$ cat config.mk
export PLATFORM = sky130hd
export DESIGN_NAME = bounded_ordered_list_engine
export DESIGN_NICKNAME = d
export VERILOG_FILES = /design/src/rtl/core/bole_pkg.sv /design/src/rtl/core/bole_ram.sv /design/src/rtl/core/bounded_ordered_list_engine.sv
export SDC_FILE = /design/constraint.sdc
export NUM_CORES = 2
export LEC_CHECK = 0
export BUFFER_PORTS_ARGS = -buffer_cell sky130_fd_sc_hd__buf_2
export CAP_MARGIN = 30
export CORE_ASPECT_RATIO = 0.7
export CORE_MARGIN = 2
export CORE_UTILIZATION = 45
export CTS_CLUSTER_DIAMETER = 40
export CTS_CLUSTER_SIZE = 10
export DETAILED_ROUTE_END_ITERATION = 7
export PLACE_DENSITY = 0.69
export RECOVER_POWER = 100
export SLEW_MARGIN = 40
export SYNTH_ARGS = -nofsm -noshare
export SYNTH_HDL_FRONTEND = slang
export SYNTH_SLANG_ARGS = --single-unit
$ cat constraint.sdc
create_clock -name i_clk -period 7.94 [get_ports i_clk]
set_input_delay 0.397 -clock i_clk [delete_from_list [all_inputs] [get_ports i_clk]]
set_output_delay 0.397 -clock i_clk [all_outputs]
set_load 0.005 [all_outputs]
$ cat src/rtl/core/bole_pkg.sv
`timescale 1ns / 1ps

package bole_pkg;

    localparam int DEF_LIST_CAPACITY = 64;
    localparam int DEF_VALUE_WIDTH   = 32;

    localparam int OPCODE_W   = 3;
    localparam int POSITION_W = 7;
    localparam int ITEM_W     = 32;

    localparam int IN_TDATA_W  = 40;
    localparam int OUT_TDATA_W = 56;

    localparam logic [OPCODE_W-1:0] OP_INSERT  = 3'd0;
    localparam logic [OPCODE_W-1:0] OP_REMOVE  = 3'd1;
    localparam logic [OPCODE_W-1:0] OP_SELECT  = 3'd2;
    localparam logic [OPCODE_W-1:0] OP_SEARCH  = 3'd3;
    localparam logic [OPCODE_W-1:0] OP_REPLACE = 3'd4;

endpackage

$ cat src/rtl/core/bole_ram.sv
`timescale 1ns / 1ps

module bole_ram #(
    parameter int WIDTH = 32,
    parameter int DEPTH = 64
) (
    input  logic                     i_clk,
    input  logic                     i_we,
    input  logic [$clog2(DEPTH)-1:0] i_waddr,
    input  logic [WIDTH-1:0]         i_wdata,
    input  logic                     i_re,
    input  logic [$clog2(DEPTH)-1:0] i_raddr,
    output logic [WIDTH-1:0]         o_rdata
);

    logic [WIDTH-1:0] r_mem [DEPTH];
    logic [WIDTH-1:0] r_rdata;

    always_ff @(posedge i_clk) begin
        if (i_we) begin
            r_mem[i_waddr] <= i_wdata;
        end
        if (i_re) begin
            r_rdata <= r_mem[i_raddr];
        end
    end

    assign o_rdata = r_rdata;

endmodule

$ cat src/rtl/core/bounded_ordered_list_engine.sv
`timescale 1ns / 1ps

// Bounded ordered list engine.
// Slave channel (i_tvalid/o_tready/i_tdata/i_tuser) takes one operation per
// item: insert, remove, select, search or replace on a list of up to
// LIST_CAPACITY values held in one single-port-write RAM.
// Master channel (o_tvalid/i_tready/o_tdata) returns one result item per
// operation, with the count and the empty and full flags after it.
// Steps per item, from input accept to result valid: replace, rejected ops,
// insert at the end and remove of the last entry go straight to the final
// step; select reads one entry; insert at p walks the entries from the
// last down to p, remove at p the entries after p up to the last; search
// reads from the first entry until a match or the end of the list.
// The walk through the RAM reads one entry per cycle; for insert and remove
// each read is written back one place up or down on the next cycle.
// One operation is in flight at a time; the next item can be taken as soon
// as a result is registered, even while that result still waits in the
// output register. If the receiver stalls, the next result holds in its
// final step until the register frees.
// Reset clears the count (empty list) and the output valid; RAM contents
// are not cleared, entries at or above the count are never read.
module bounded_ordered_list_engine #(
    parameter int LIST_CAPACITY = bole_pkg::DEF_LIST_CAPACITY,
    parameter int VALUE_WIDTH   = bole_pkg::DEF_VALUE_WIDTH
) (
    input  logic                              i_clk,
    input  logic                              i_rst_n,
    input  logic                              i_tvalid,
    output logic                              o_tready,
    // position[6:0], item_value[38:7]
    input  logic [bole_pkg::IN_TDATA_W-1:0]   i_tdata,
    // opcode[2:0]
    input  logic [bole_pkg::OPCODE_W-1:0]     i_tuser,
    output logic                              o_tvalid,
    input  logic                              i_tready,
    // ok[0], read_value[32:1], found_position[39:33], entry_count[46:40],
    // is_empty[47], is_full[48]
    output logic [bole_pkg::OUT_TDATA_W-1:0]  o_tdata
);

    import bole_pkg::*;

    localparam int CW = $clog2(LIST_CAPACITY + 1);
    localparam int AW = $clog2(LIST_CAPACITY);
    localparam int PW = (CW > POSITION_W) ? CW : POSITION_W;
    localparam int VW = VALUE_WIDTH;

    typedef enum logic [1:0] {
        S_IDLE,
        S_WALK,
        S_DRAIN,
        S_FINAL
    } t_state;

    function automatic logic [VW-1:0] to_store(input logic [ITEM_W-1:0] x);
        logic signed [ITEM_W-1:0] sx;
        logic signed [63:0]       w;
        sx = x;
        w  = 64'(sx);
        return w[VW-1:0];
    endfunction

    function automatic logic [ITEM_W-1:0] to_out(input logic [VW-1:0] x);
        logic signed [VW-1:0] sx;
        logic signed [63:0]   w;
        sx = x;
        w  = 64'(sx);
        return w[ITEM_W-1:0];
    endfunction

    function automatic logic [POSITION_W-1:0] to_field(input logic [CW-1:0] x);
        logic [PW-1:0] w;
        w = PW'(x);
        return w[POSITION_W-1:0];
    endfunction

    t_state                 r_state, n_state;
    logic [CW-1:0]          r_cnt, n_cnt;
    logic [OPCODE_W-1:0]    r_op, n_op;
    logic [CW-1:0]          r_pos, n_pos;
    logic [VW-1:0]          r_val, n_val;
    logic                   r_ok, n_ok;
    logic [CW-1:0]          r_found, n_found;
    logic [ITEM_W-1:0]      r_rdv, n_rdv;
    logic [AW-1:0]          r_ptr, n_ptr;
    logic [CW-1:0]          r_left, n_left;
    logic                   r_pend, n_pend;
    logic [AW-1:0]          r_paddr, n_paddr;
    logic                   r_ovalid, n_ovalid;
    logic [OUT_TDATA_W-1:0] r_otdata, n_otdata;

    logic [OPCODE_W-1:0]    in_op;
    logic [POSITION_W-1:0]  in_pos;
    logic [ITEM_W-1:0]      in_val;
    logic [PW-1:0]          pos_x, cnt_x, at_x;
    logic                   in_acc, out_free, pend_act, match;
    logic [CW-1:0]          new_cnt;

    logic                   ram_we, ram_re;
    logic [AW-1:0]          ram_waddr, ram_raddr;
    logic [VW-1:0]          ram_wdata, ram_rdata;

    bole_ram #(
        .WIDTH(VW),
        .DEPTH(LIST_CAPACITY)
    ) u_ram (
        .i_clk  (i_clk),
        .i_we   (ram_we),
        .i_waddr(ram_waddr),
        .i_wdata(ram_wdata),
        .i_re   (ram_re),
        .i_raddr(ram_raddr),
        .o_rdata(ram_rdata)
    );

    assign in_op  = i_tuser;
    assign in_pos = i_tdata[6:0];
    assign in_val = i_tdata[38:7];
    assign pos_x  = PW'(in_pos);
    assign cnt_x  = PW'(r_cnt);
    assign at_x   = (pos_x < cnt_x) ? pos_x : (cnt_x - PW'(1));

    assign o_tready = (r_state == S_IDLE);
    assign in_acc   = i_tvalid && o_tready;
    assign out_free = !r_ovalid || i_tready;
    assign o_tvalid = r_ovalid;
    assign o_tdata  = r_otdata;

    assign pend_act = r_pend && ((r_state == S_WALK) || (r_state == S_DRAIN));
    assign match    = pend_act && (r_op == OP_SEARCH) && (ram_rdata == r_val);

    assign ram_re    = (r_state == S_WALK);
    assign ram_raddr = r_ptr;

    always_comb begin
        ram_we    = 1'b0;
        ram_waddr = r_pos[AW-1:0];
        ram_wdata = r_val;
        if (pend_act && (r_op == OP_INSERT)) begin
            ram_we    = 1'b1;
            ram_waddr = r_paddr + AW'(1);
            ram_wdata = ram_rdata;
        end else if (pend_act && (r_op == OP_REMOVE)) begin
            ram_we    = 1'b1;
            ram_waddr = r_paddr - AW'(1);
            ram_wdata = ram_rdata;
        end else if ((r_state == S_FINAL) && out_free && r_ok &&
                     ((r_op == OP_INSERT) || (r_op == OP_REPLACE))) begin
            ram_we = 1'b1;
        end
    end

    always_comb begin
        new_cnt = r_cnt;
        if (r_ok && (r_op == OP_INSERT)) begin
            new_cnt = r_cnt + CW'(1);
        end else if (r_ok && (r_op == OP_REMOVE)) begin
            new_cnt = r_cnt - CW'(1);
        end
    end

    always_comb begin
        n_state  = r_state;
        n_cnt    = r_cnt;
        n_op     = r_op;
        n_pos    = r_pos;
        n_val    = r_val;
        n_ok     = r_ok;
        n_found  = r_found;
        n_rdv    = r_rdv;
        n_ptr    = r_ptr;
        n_left   = r_left;
        n_pend   = r_pend;
        n_paddr  = r_paddr;
        n_ovalid = r_ovalid;
        n_otdata = r_otdata;

        if (r_ovalid && i_tready) begin
            n_ovalid = 1'b0;
        end

        case (r_state)
            S_IDLE: begin
                if (in_acc) begin
                    n_op    = in_op;
                    n_val   = to_store(in_val);
                    n_ok    = 1'b0;
                    n_found = '0;
                    n_rdv   = '0;
                    n_pend  = 1'b0;
                    n_pos   = CW'(pos_x);
                    n_state = S_FINAL;
                    case (in_op)
                        OP_INSERT: begin
                            if ((cnt_x < PW'(LIST_CAPACITY)) && (pos_x <= cnt_x)) begin
                                n_ok = 1'b1;
                                if (pos_x < cnt_x) begin
                                    n_ptr   = AW'(cnt_x - PW'(1));
                                    n_left  = CW'(cnt_x - pos_x);
                                    n_state = S_WALK;
                                end
                            end
                        end
                        OP_REMOVE: begin
                            if (pos_x < cnt_x) begin
                                n_ok = 1'b1;
                                if ((pos_x + PW'(1)) < cnt_x) begin
                                    n_ptr   = AW'(pos_x + PW'(1));
                                    n_left  = CW'(cnt_x - pos_x - PW'(1));
                                    n_state = S_WALK;
                                end
                            end
                        end
                        OP_SELECT: begin
                            if (r_cnt != '0) begin
                                n_ok    = 1'b1;
                                n_ptr   = AW'(at_x);
                                n_left  = CW'(1);
                                n_state = S_WALK;
                            end
                        end
                        OP_SEARCH: begin
                            n_found = r_cnt;
                            if (r_cnt != '0) begin
                                n_ptr   = '0;
                                n_left  = r_cnt;
                                n_state = S_WALK;
                            end
                        end
                        OP_REPLACE: begin
                            n_ok = (pos_x < cnt_x);
                        end
                        default: begin
                            n_ok = 1'b0;
                        end
                    endcase
                end
            end
            S_WALK: begin
                n_pend  = 1'b1;
                n_paddr = r_ptr;
                n_ptr   = (r_op == OP_INSERT) ? (r_ptr - AW'(1)) : (r_ptr + AW'(1));
                n_left  = r_left - CW'(1);
                if (r_left == CW'(1)) begin
                    n_state = S_DRAIN;
                end
                if (pend_act && (r_op == OP_SELECT)) begin
                    n_rdv = to_out(ram_rdata);
                end
                if (match) begin
                    n_ok    = 1'b1;
                    n_found = CW'(r_paddr);
                    n_pend  = 1'b0;
                    n_state = S_FINAL;
                end
            end
            S_DRAIN: begin
                n_pend  = 1'b0;
                n_state = S_FINAL;
                if (pend_act && (r_op == OP_SELECT)) begin
                    n_rdv = to_out(ram_rdata);
                end
                if (match) begin
                    n_ok    = 1'b1;
                    n_found = CW'(r_paddr);
                end
            end
            S_FINAL: begin
                if (out_free) begin
                    n_cnt    = new_cnt;
                    n_ovalid = 1'b1;
                    n_otdata = {7'd0,
                                (new_cnt == CW'(LIST_CAPACITY)),
                                (new_cnt == '0),
                                to_field(new_cnt),
                                to_field(r_found),
                                r_rdv,
                                r_ok};
                    n_state  = S_IDLE;
                end
            end
            default: begin
                n_state = S_IDLE;
            end
        endcase
    end

    always_ff @(posedge i_clk) begin
        r_op     <= n_op;
        r_pos    <= n_pos;
        r_val    <= n_val;
        r_ok     <= n_ok;
        r_found  <= n_found;
        r_rdv    <= n_rdv;
        r_ptr    <= n_ptr;
        r_left   <= n_left;
        r_paddr  <= n_paddr;
        r_otdata <= n_otdata;
        if (!i_rst_n) begin
            r_state  <= S_IDLE;
            r_cnt    <= '0;
            r_pend   <= 1'b0;
            r_ovalid <= 1'b0;
        end else begin
            r_state  <= n_state;
            r_cnt    <= n_cnt;
            r_pend   <= n_pend;
            r_ovalid <= n_ovalid;
        end
    end

    a_cnt_bound: assert property (@(posedge i_clk) disable iff (!i_rst_n)
        r_cnt <= CW'(LIST_CAPACITY))
        else $error("list count above capacity");

    a_no_rw_collide: assert property (@(posedge i_clk) disable iff (!i_rst_n)
        !(ram_we && ram_re && (ram_waddr == ram_raddr)))
        else $error("RAM read and write at the same entry");

    a_result_after_final: assert property (@(posedge i_clk) disable iff (!i_rst_n)
        ($past(i_rst_n) && $rose(o_tvalid)) |-> ($past(r_state) == S_FINAL))
        else $error("result item raised outside the final step");

    a_cnt_change: assert property (@(posedge i_clk) disable iff (!i_rst_n)
        ($past(i_rst_n) && (r_cnt != $past(r_cnt))) |->
        (($past(r_state) == S_FINAL) &&
         ((r_cnt == $past(r_cnt) + CW'(1)) || (r_cnt == $past(r_cnt) - CW'(1)))))
        else $error("count changed outside the final step or by more than one");

endmodule

* Word level (Yosys, flattened, before mapping)
Memory sizes are Yosys's and may differ from the RTL's. A register that Yosys moved wholly into a read port is not among the register bits.
Cells that the tools add are included.
** Storage, ports and cells
- Flip-flop bits (word level) :: 160
- Bits in writable memories :: 2048
- Input bits :: 47
- Output and inout port bits :: 58
- Logic and storage cells :: 152
- Memories :: 1
** Operators by class
- Add/sub/neg operators :: 10
- Order comparisons :: 4
- Equality and inequality tests :: 26
- Muxes and demuxes :: 62
- Reductions and logical operators :: 35
** Memories
- u_ram.r_mem :: depth 64, width 32, rd ports 1, clocked after Yosys merged registers in 1, wr ports 1, line bole_ram.sv:16 : logic [WIDTH-1:0] r_mem [DEPTH];
** Operators by type and width (count)
- $mux W32 :: 4
- $mux W7 :: 12
- $mux W6 :: 11
- $pmux W32 S2 :: 1
- $eq A32 B32 Y1 :: 1
- $pmux W7 S2 :: 2
- $pmux W7 S4 :: 1
- $pmux W6 S4 :: 1
- $sub A7 B1 Y7 const B :: 3
- $mux W2 :: 9
- $ne A3 B3 Y1 const B :: 6
- $mux W1 :: 15
- $add A7 B1 Y7 const B :: 2
- $logic_and A1 B1 Y1 :: 14
- $lt A7 B7 Y1 :: 2
- $add A6 B1 Y6 const B :: 2
- $eq A3 B2 Y1 const B :: 4
- $pmux W6 S2 :: 1
- $sub A6 B1 Y6 const B :: 2
- $reduce_and A3 Y1 :: 3
- $reduce_and A9 Y1 :: 1
- $pmux W2 S4 :: 1
- $eq A7 B1 Y1 const B :: 1
- $eq A7 B7 Y1 const B :: 1
- other kinds (25) :: 37

* Depth between registers and ports, before layout
- Depth in word-level cells :: 10
- Gate-level depth with buffers :: 12
- Gate-level depth less buffers :: 11

* Modules after synthesis
From an unflattened synthesis, not the netlist that was laid out.
** Unflattened totals
- Cell total of the unflattened synthesis :: 4096
- Area, all modules :: 87257.4 sq um
** Modules (own cells, without submodules)
- bole_ram :: instances 1, cells each 3323, area an instance 78830.6 sq um, sequential area each 62459.9 sq um
- bounded_ordered_list_engine :: instances 1, cells each 773, area an instance 8426.8 sq um, sequential area each 4694.5 sq um

* Worst setup path before layout
Ideal clock, no wire load.
- Path type :: register to register
- Start :: register r_state[1]
- End :: memory u_ram.r_mem[0][25], data pin
- Library setup time :: 0.702 ns
- Data arrival time :: 3.972 ns
- Data required time :: 7.238 ns
- Setup slack :: 3.266 ns
- Cell stages (with the launch flop) :: 8
- Path buffers :: 3
- Clock period less this slack :: 4.674 ns
- Cell sequence :: dfxtp_1 inv_1 ha_1 clkbuf_1 and4bb_1 buf_2 clkbuf_1 o21ai_0
** On the way
- Cells in the longest elaborated chain, start to end :: 6
- Elaborated cells on any way between the ends :: 8
- Classes of those cells :: eq/ne (2); mux (2); reduce/logical (4)
** Ends and longest elaborated chain
- start: declaration :: line bounded_ordered_list_engine.sv:77 : t_state r_state, n_state;
- start signal: assignment :: line bounded_ordered_list_engine.sv:305 : r_state <= n_state;
- $eq A2 B1 Y1 / $eq A2 B2 Y1 (equally long branches) :: line bounded_ordered_list_engine.sv:129 : assign pend_act = r_pend && ((r_state == S_WALK) || (r_state == S_DRAIN));
- $logic_or A1 B1 Y1 (*) :: line bounded_ordered_list_engine.sv:129
- $logic_and A1 B1 Y1 (*) :: line bounded_ordered_list_engine.sv:129
- $logic_and A1 B1 Y1 :: line bounded_ordered_list_engine.sv:143 : end else if (pend_act && (r_op == OP_REMOVE)) begin
- $mux W32 :: line bounded_ordered_list_engine.sv:143
- $mux W32 (*) :: line bounded_ordered_list_engine.sv:139 : if (pend_act && (r_op == OP_INSERT)) begin
- named net ram_wdata[25] :: line bounded_ordered_list_engine.sv:101 : logic [VW-1:0] ram_wdata, ram_rdata;
- end: declaration :: line bole_ram.sv:16
Mark *: on every way through the listed nets, which the timed path passes. The rest lies on a longest branch.

* Worst setup path in the final report
- Start :: register r_state[1]
- End :: memory u_ram.r_mem[6][6] (enable)
** On the way
- Cells in the longest elaborated chain, start to end :: 9
- Elaborated cells on any way between the ends :: 17
- Classes of those cells :: eq/ne (3); mux (7); reduce/logical (7)
** Ends and longest elaborated chain
- $eq A2 B2 Y1 :: line bounded_ordered_list_engine.sv:147 : end else if ((r_state == S_FINAL) && out_free && r_ok &&
- $logic_and A1 B1 Y1 (3 in series) :: line bounded_ordered_list_engine.sv:147
- $mux W1 :: line bounded_ordered_list_engine.sv:147
- $mux W1 :: line bounded_ordered_list_engine.sv:143
- $mux W1 :: line bounded_ordered_list_engine.sv:139
- $mux W1 :: line bole_ram.sv:20 : if (i_we) begin
- $mux W1 (not written as such) :: line bole_ram.sv:21 : r_mem[i_waddr] <= i_wdata;
Parallel ways exist; a longest one is shown, timed or not.

==> results.json <==
{
  "initial_core_util": 0.452,
  "critical_path_cell_list": "inv_1, ha_1, clkbuf_1, and3_1, a221o_1, a21oi_1, or2_1, clkbuf_1, nor2_4, clkbuf_2",
  "worst-endpoint-arrival_ns": 6.13,
  "post-cts-setup-buffers": 0,
  "overall_fraction_of_global_route_tracks_in_use": 0.204,
  "gp_congestion": 0.854,
  "tritoncts_num_sinks": 2240,
  "grt_overflow_total": 0,
  "buf_inv_on_cp": 4,
  "yosys_register_bits": 2240,
  "power.density_nw_per_um2": 304,
  "detail_route.wirelength_microns": 202000,
  "synth.largest_area_cell": "edfxtp_1",
  "ir_drop_uv": 205,
  "timing.critical_path.mode_cell": "clkbuf_1",
  "filler_cell_count": 14700,
  "drc": 0,
  "count_of_flip_flops_with_a_built_in_enable_after_synthesis": 2229,
  "clock-skew-final_ns": 0.0467,
  "cts.htree.levels": 5,
  "violated_checks": "capacitance limit, slew limit",
  "tritoncts": "done",
  "finalCritPeriodShare": 0.742,
  "crit_required_ns": 8.17,
  "clock_pin_slew_on_the_worst_setup_and_hold_paths_ns": 0.06,
  "start_kind": "flip-flop",
  "final_net_count": 4283,
  "fmaxAchievable_mhz": 170,
  "critical_path_class": "flip-flop to flip-flop",
  "crit_path_top_delay_cell": "clkbuf_1",
  "die_width_microns": 530,
  "synth-async-reset-ratio": 0,
  "area_delta_synth_final_pct": 13.5,
  "worstPathMaxFanout": 53,
  "grt_start_max_net_pins": 112,
  "timing_hold_violations_final": 0,
  "cts_buf_count": 269,
  "global_route_wire_length_before_repair_microns": 292000,
  "grt_antenna_before_repair": 2,
  "worst_path_largest_cell_delay_ns": 1.42,
  "top_level_ports": 105,
  "vias_in_the_first_global_route": 41200,
  "register_area_share_after_synthesis": 0.770,
  "synthCells": 3880,
  "dpl.hpwl_microns": 112000,
  "tightest_slew_ns": 4.24,
  "post-synth-top-count-cell": "edfxtp_1",
  "power.total_mw": 30.1,
  "static_leakage_nw": 30.8,
  "drt-wirelength-per-cell_microns": 29.5,
  "synthesis.area_sq_um": 87200,
  "slew_headroom": -1.83,
  "ys_dominant_reg_cell": "edfxtp_1",
  "final.min_clock_period_ns": 5.89,
  "syn-mean-instance-area_sq_um": 22.5,
  "maxSlewViolCount": 2399,
  "drt_first_iter_violations": 5996,
  "fp.dieArea_sq_um": 197000,
  "cpLargestDelayFamily": "buffers and inverters",
  "drt-vias-per-instance": 6.14,
  "core_area_sq_um": 193000,
  "firstDrtPassIters": 5,
  "clock_tree.buffer_depth": 4,
  "share_of_post_route_cells_with_drive_strength_above_1": 0.269,
  "std_cell_rows": 135,
  "dr_total_vias": 42000,
  "residual_antenna_violating_net_count_after_detailed_routing": 0,
  "cts-root-buf": "clkbuf_16",
  "finalSetupTns_ns": 0,
  "capturing_element_type_of_the_critical_path": "flip-flop",
  "synth_top_cells_by_area": "edfxtp_1, mux4_2, nand2_1",
  "setup_viol_count_final": 0,
  "synth_commonest_cells": "edfxtp_1, mux4_2, nand2_1",
  "synth_warnings": 0,
  "post_synth_num_cell_types": 78,
  "grt_setup_unrepaired": "false",
  "synth_top_area_share": 0.767,
  "insertion_delay_ns": 0.80,
  "maxCapViolCount": 42,
  "buffer_ports.inserted": 96,
  "status": "complete, but fails checks",
  "worst_hold_path_type": "primary input to flip-flop",
  "fp.dieH_microns": 372
}
## what timing repair did
action | 4_1_cts | 5_1_grt
gates resized for setup | 0 | 0
endpoints found under the hold margin | 44 | 0
hold buffers | 41 | 0
setup endpoints to repair | 0 | 0
## logic make-up after synthesis
logic type | count (synthesis) | synth area share
flip-flops | 2240 | 0.770
buffers and inverters | 243 | 0.0132
AND/OR/NAND/NOR | 435 | 0.0238
XOR/XNOR | 63 | 0.00633
adder cells (fa/ha/maj) | 33 | 0.00491
multiplexers | 640 | 0.163
AO/OA/AOI/OAI | 225 | 0.0182
other | 1 | 0.0000430
## per-stage QoR
stage | setup slack (ns) | instances | utilization | area (sq um) | hold slack [ns]
after CTS | 3.52 | 6844 | 0.514 | 99300 | 0.00656
after floorplan | 3.27 | 3886 | - | 87200 | 0.400
after global routing | 1.69 | 6845 | 0.512 | 98900 | 0.0859
after detailed placement | 3.50 | 6493 | 0.475 | 91600 | 0.405
after global placement | 3.34 | 6491 | 0.474 | 91500 | 0.402
final | 2.05 | 6846 | 0.512 | 98900 | 0.0845
## power by group
part / switching (mW) / internal [mW] / total [mW]
clock: 4.34 / 6.27 / 10.6
sequential: 0.234 / 14.3 / 14.6
combinational: 3.05 / 1.86 / 4.91
total: 7.63 / 22.4 / 30.1
## flip-flops by register name (all words and copies together), names as in the netlist, 2 cells and up
register	cells
r_ptr	6
r_state	2
r_val	32
o_tdata	49
r_found	7
r_rdv	32
u_ram.o_rdata	32
r_op	3
r_paddr	6
u_ram.r_mem	2048
r_left	7
cnt_x	7
r_pos	6
## area by class of cell
cell class                      count  area (sq um)  area share
Sequential cell                  2240         67200       0.679
Antenna cell                        1          2.50   0.0000253
Timing Repair Buffer              255          1770      0.0179
Tap cell                         2603          3260      0.0329
Inverter                           34           129     0.00130
Clock buffer                      290          7030      0.0711
Multi-Input combinational cell   1403         19400       0.196
Clock inverter                     20           244     0.00247
## metal layers
| layer | part of all wire | track usage | wire, microns |
|---|---|---|---|
| met1 | 0.43 | 0.326 | 87100 |
| met3 | 0.11 | 0.0398 | 21600 |
| met2 | 0.44 | 0.289 | 89500 |
| met5 | 0 | 0 | 0 |
| met4 | 0.019 | 0.0455 | 3780 |
## worst min-delay path, delay by kind of cell
family                 cells  cell delay [ns]
AO/OA/AOI/OAI              2             0.22
buffers and inverters      1             0.10
AND/OR/NAND/NOR            1             0.09
## path summary, 6_finish.rpt
path                           startpoint                     endpoint  slack [ns]  cells after the start
setup reg to reg  r_state[1]$_SDFFE_PN0P_  u_ram.r_mem[6][6]$_DFFE_PP_        2.05                     10
hold reg to reg   r_rdv[28]$_SDFFCE_PP0P_        o_tdata[29]$_DFFE_PP_        0.41                      0
setup / recovery  r_state[1]$_SDFFE_PN0P_  u_ram.r_mem[6][6]$_DFFE_PP_        2.05                     10
hold / removal                   i_tvalid          r_pend$_SDFFE_PN0P_        0.08                      4
## cell usage in the layout (no fill, tap or decap), drive strengths merged, types with 31 or more instances in the layout
| cell type | Yosys | layout |
|---|---|---|
| nor2 | 105 | 105 |
| a22oi | 46 | 46 |
| clkbuf | 89 | 370 |
| xnor2 | 39 | 39 |
| edfxtp | 2229 | 2229 |
| mux4 | 627 | 627 |
| dlygate4sd3 | 0 | 41 |
| nand2 | 160 | 160 |
| buf | 120 | 134 |
| nand3 | 41 | 41 |
| and2 | 42 | 42 |
| ha | 31 | 31 |
| inv | 33 | 42 |
(Power assumes the default switching activity.)
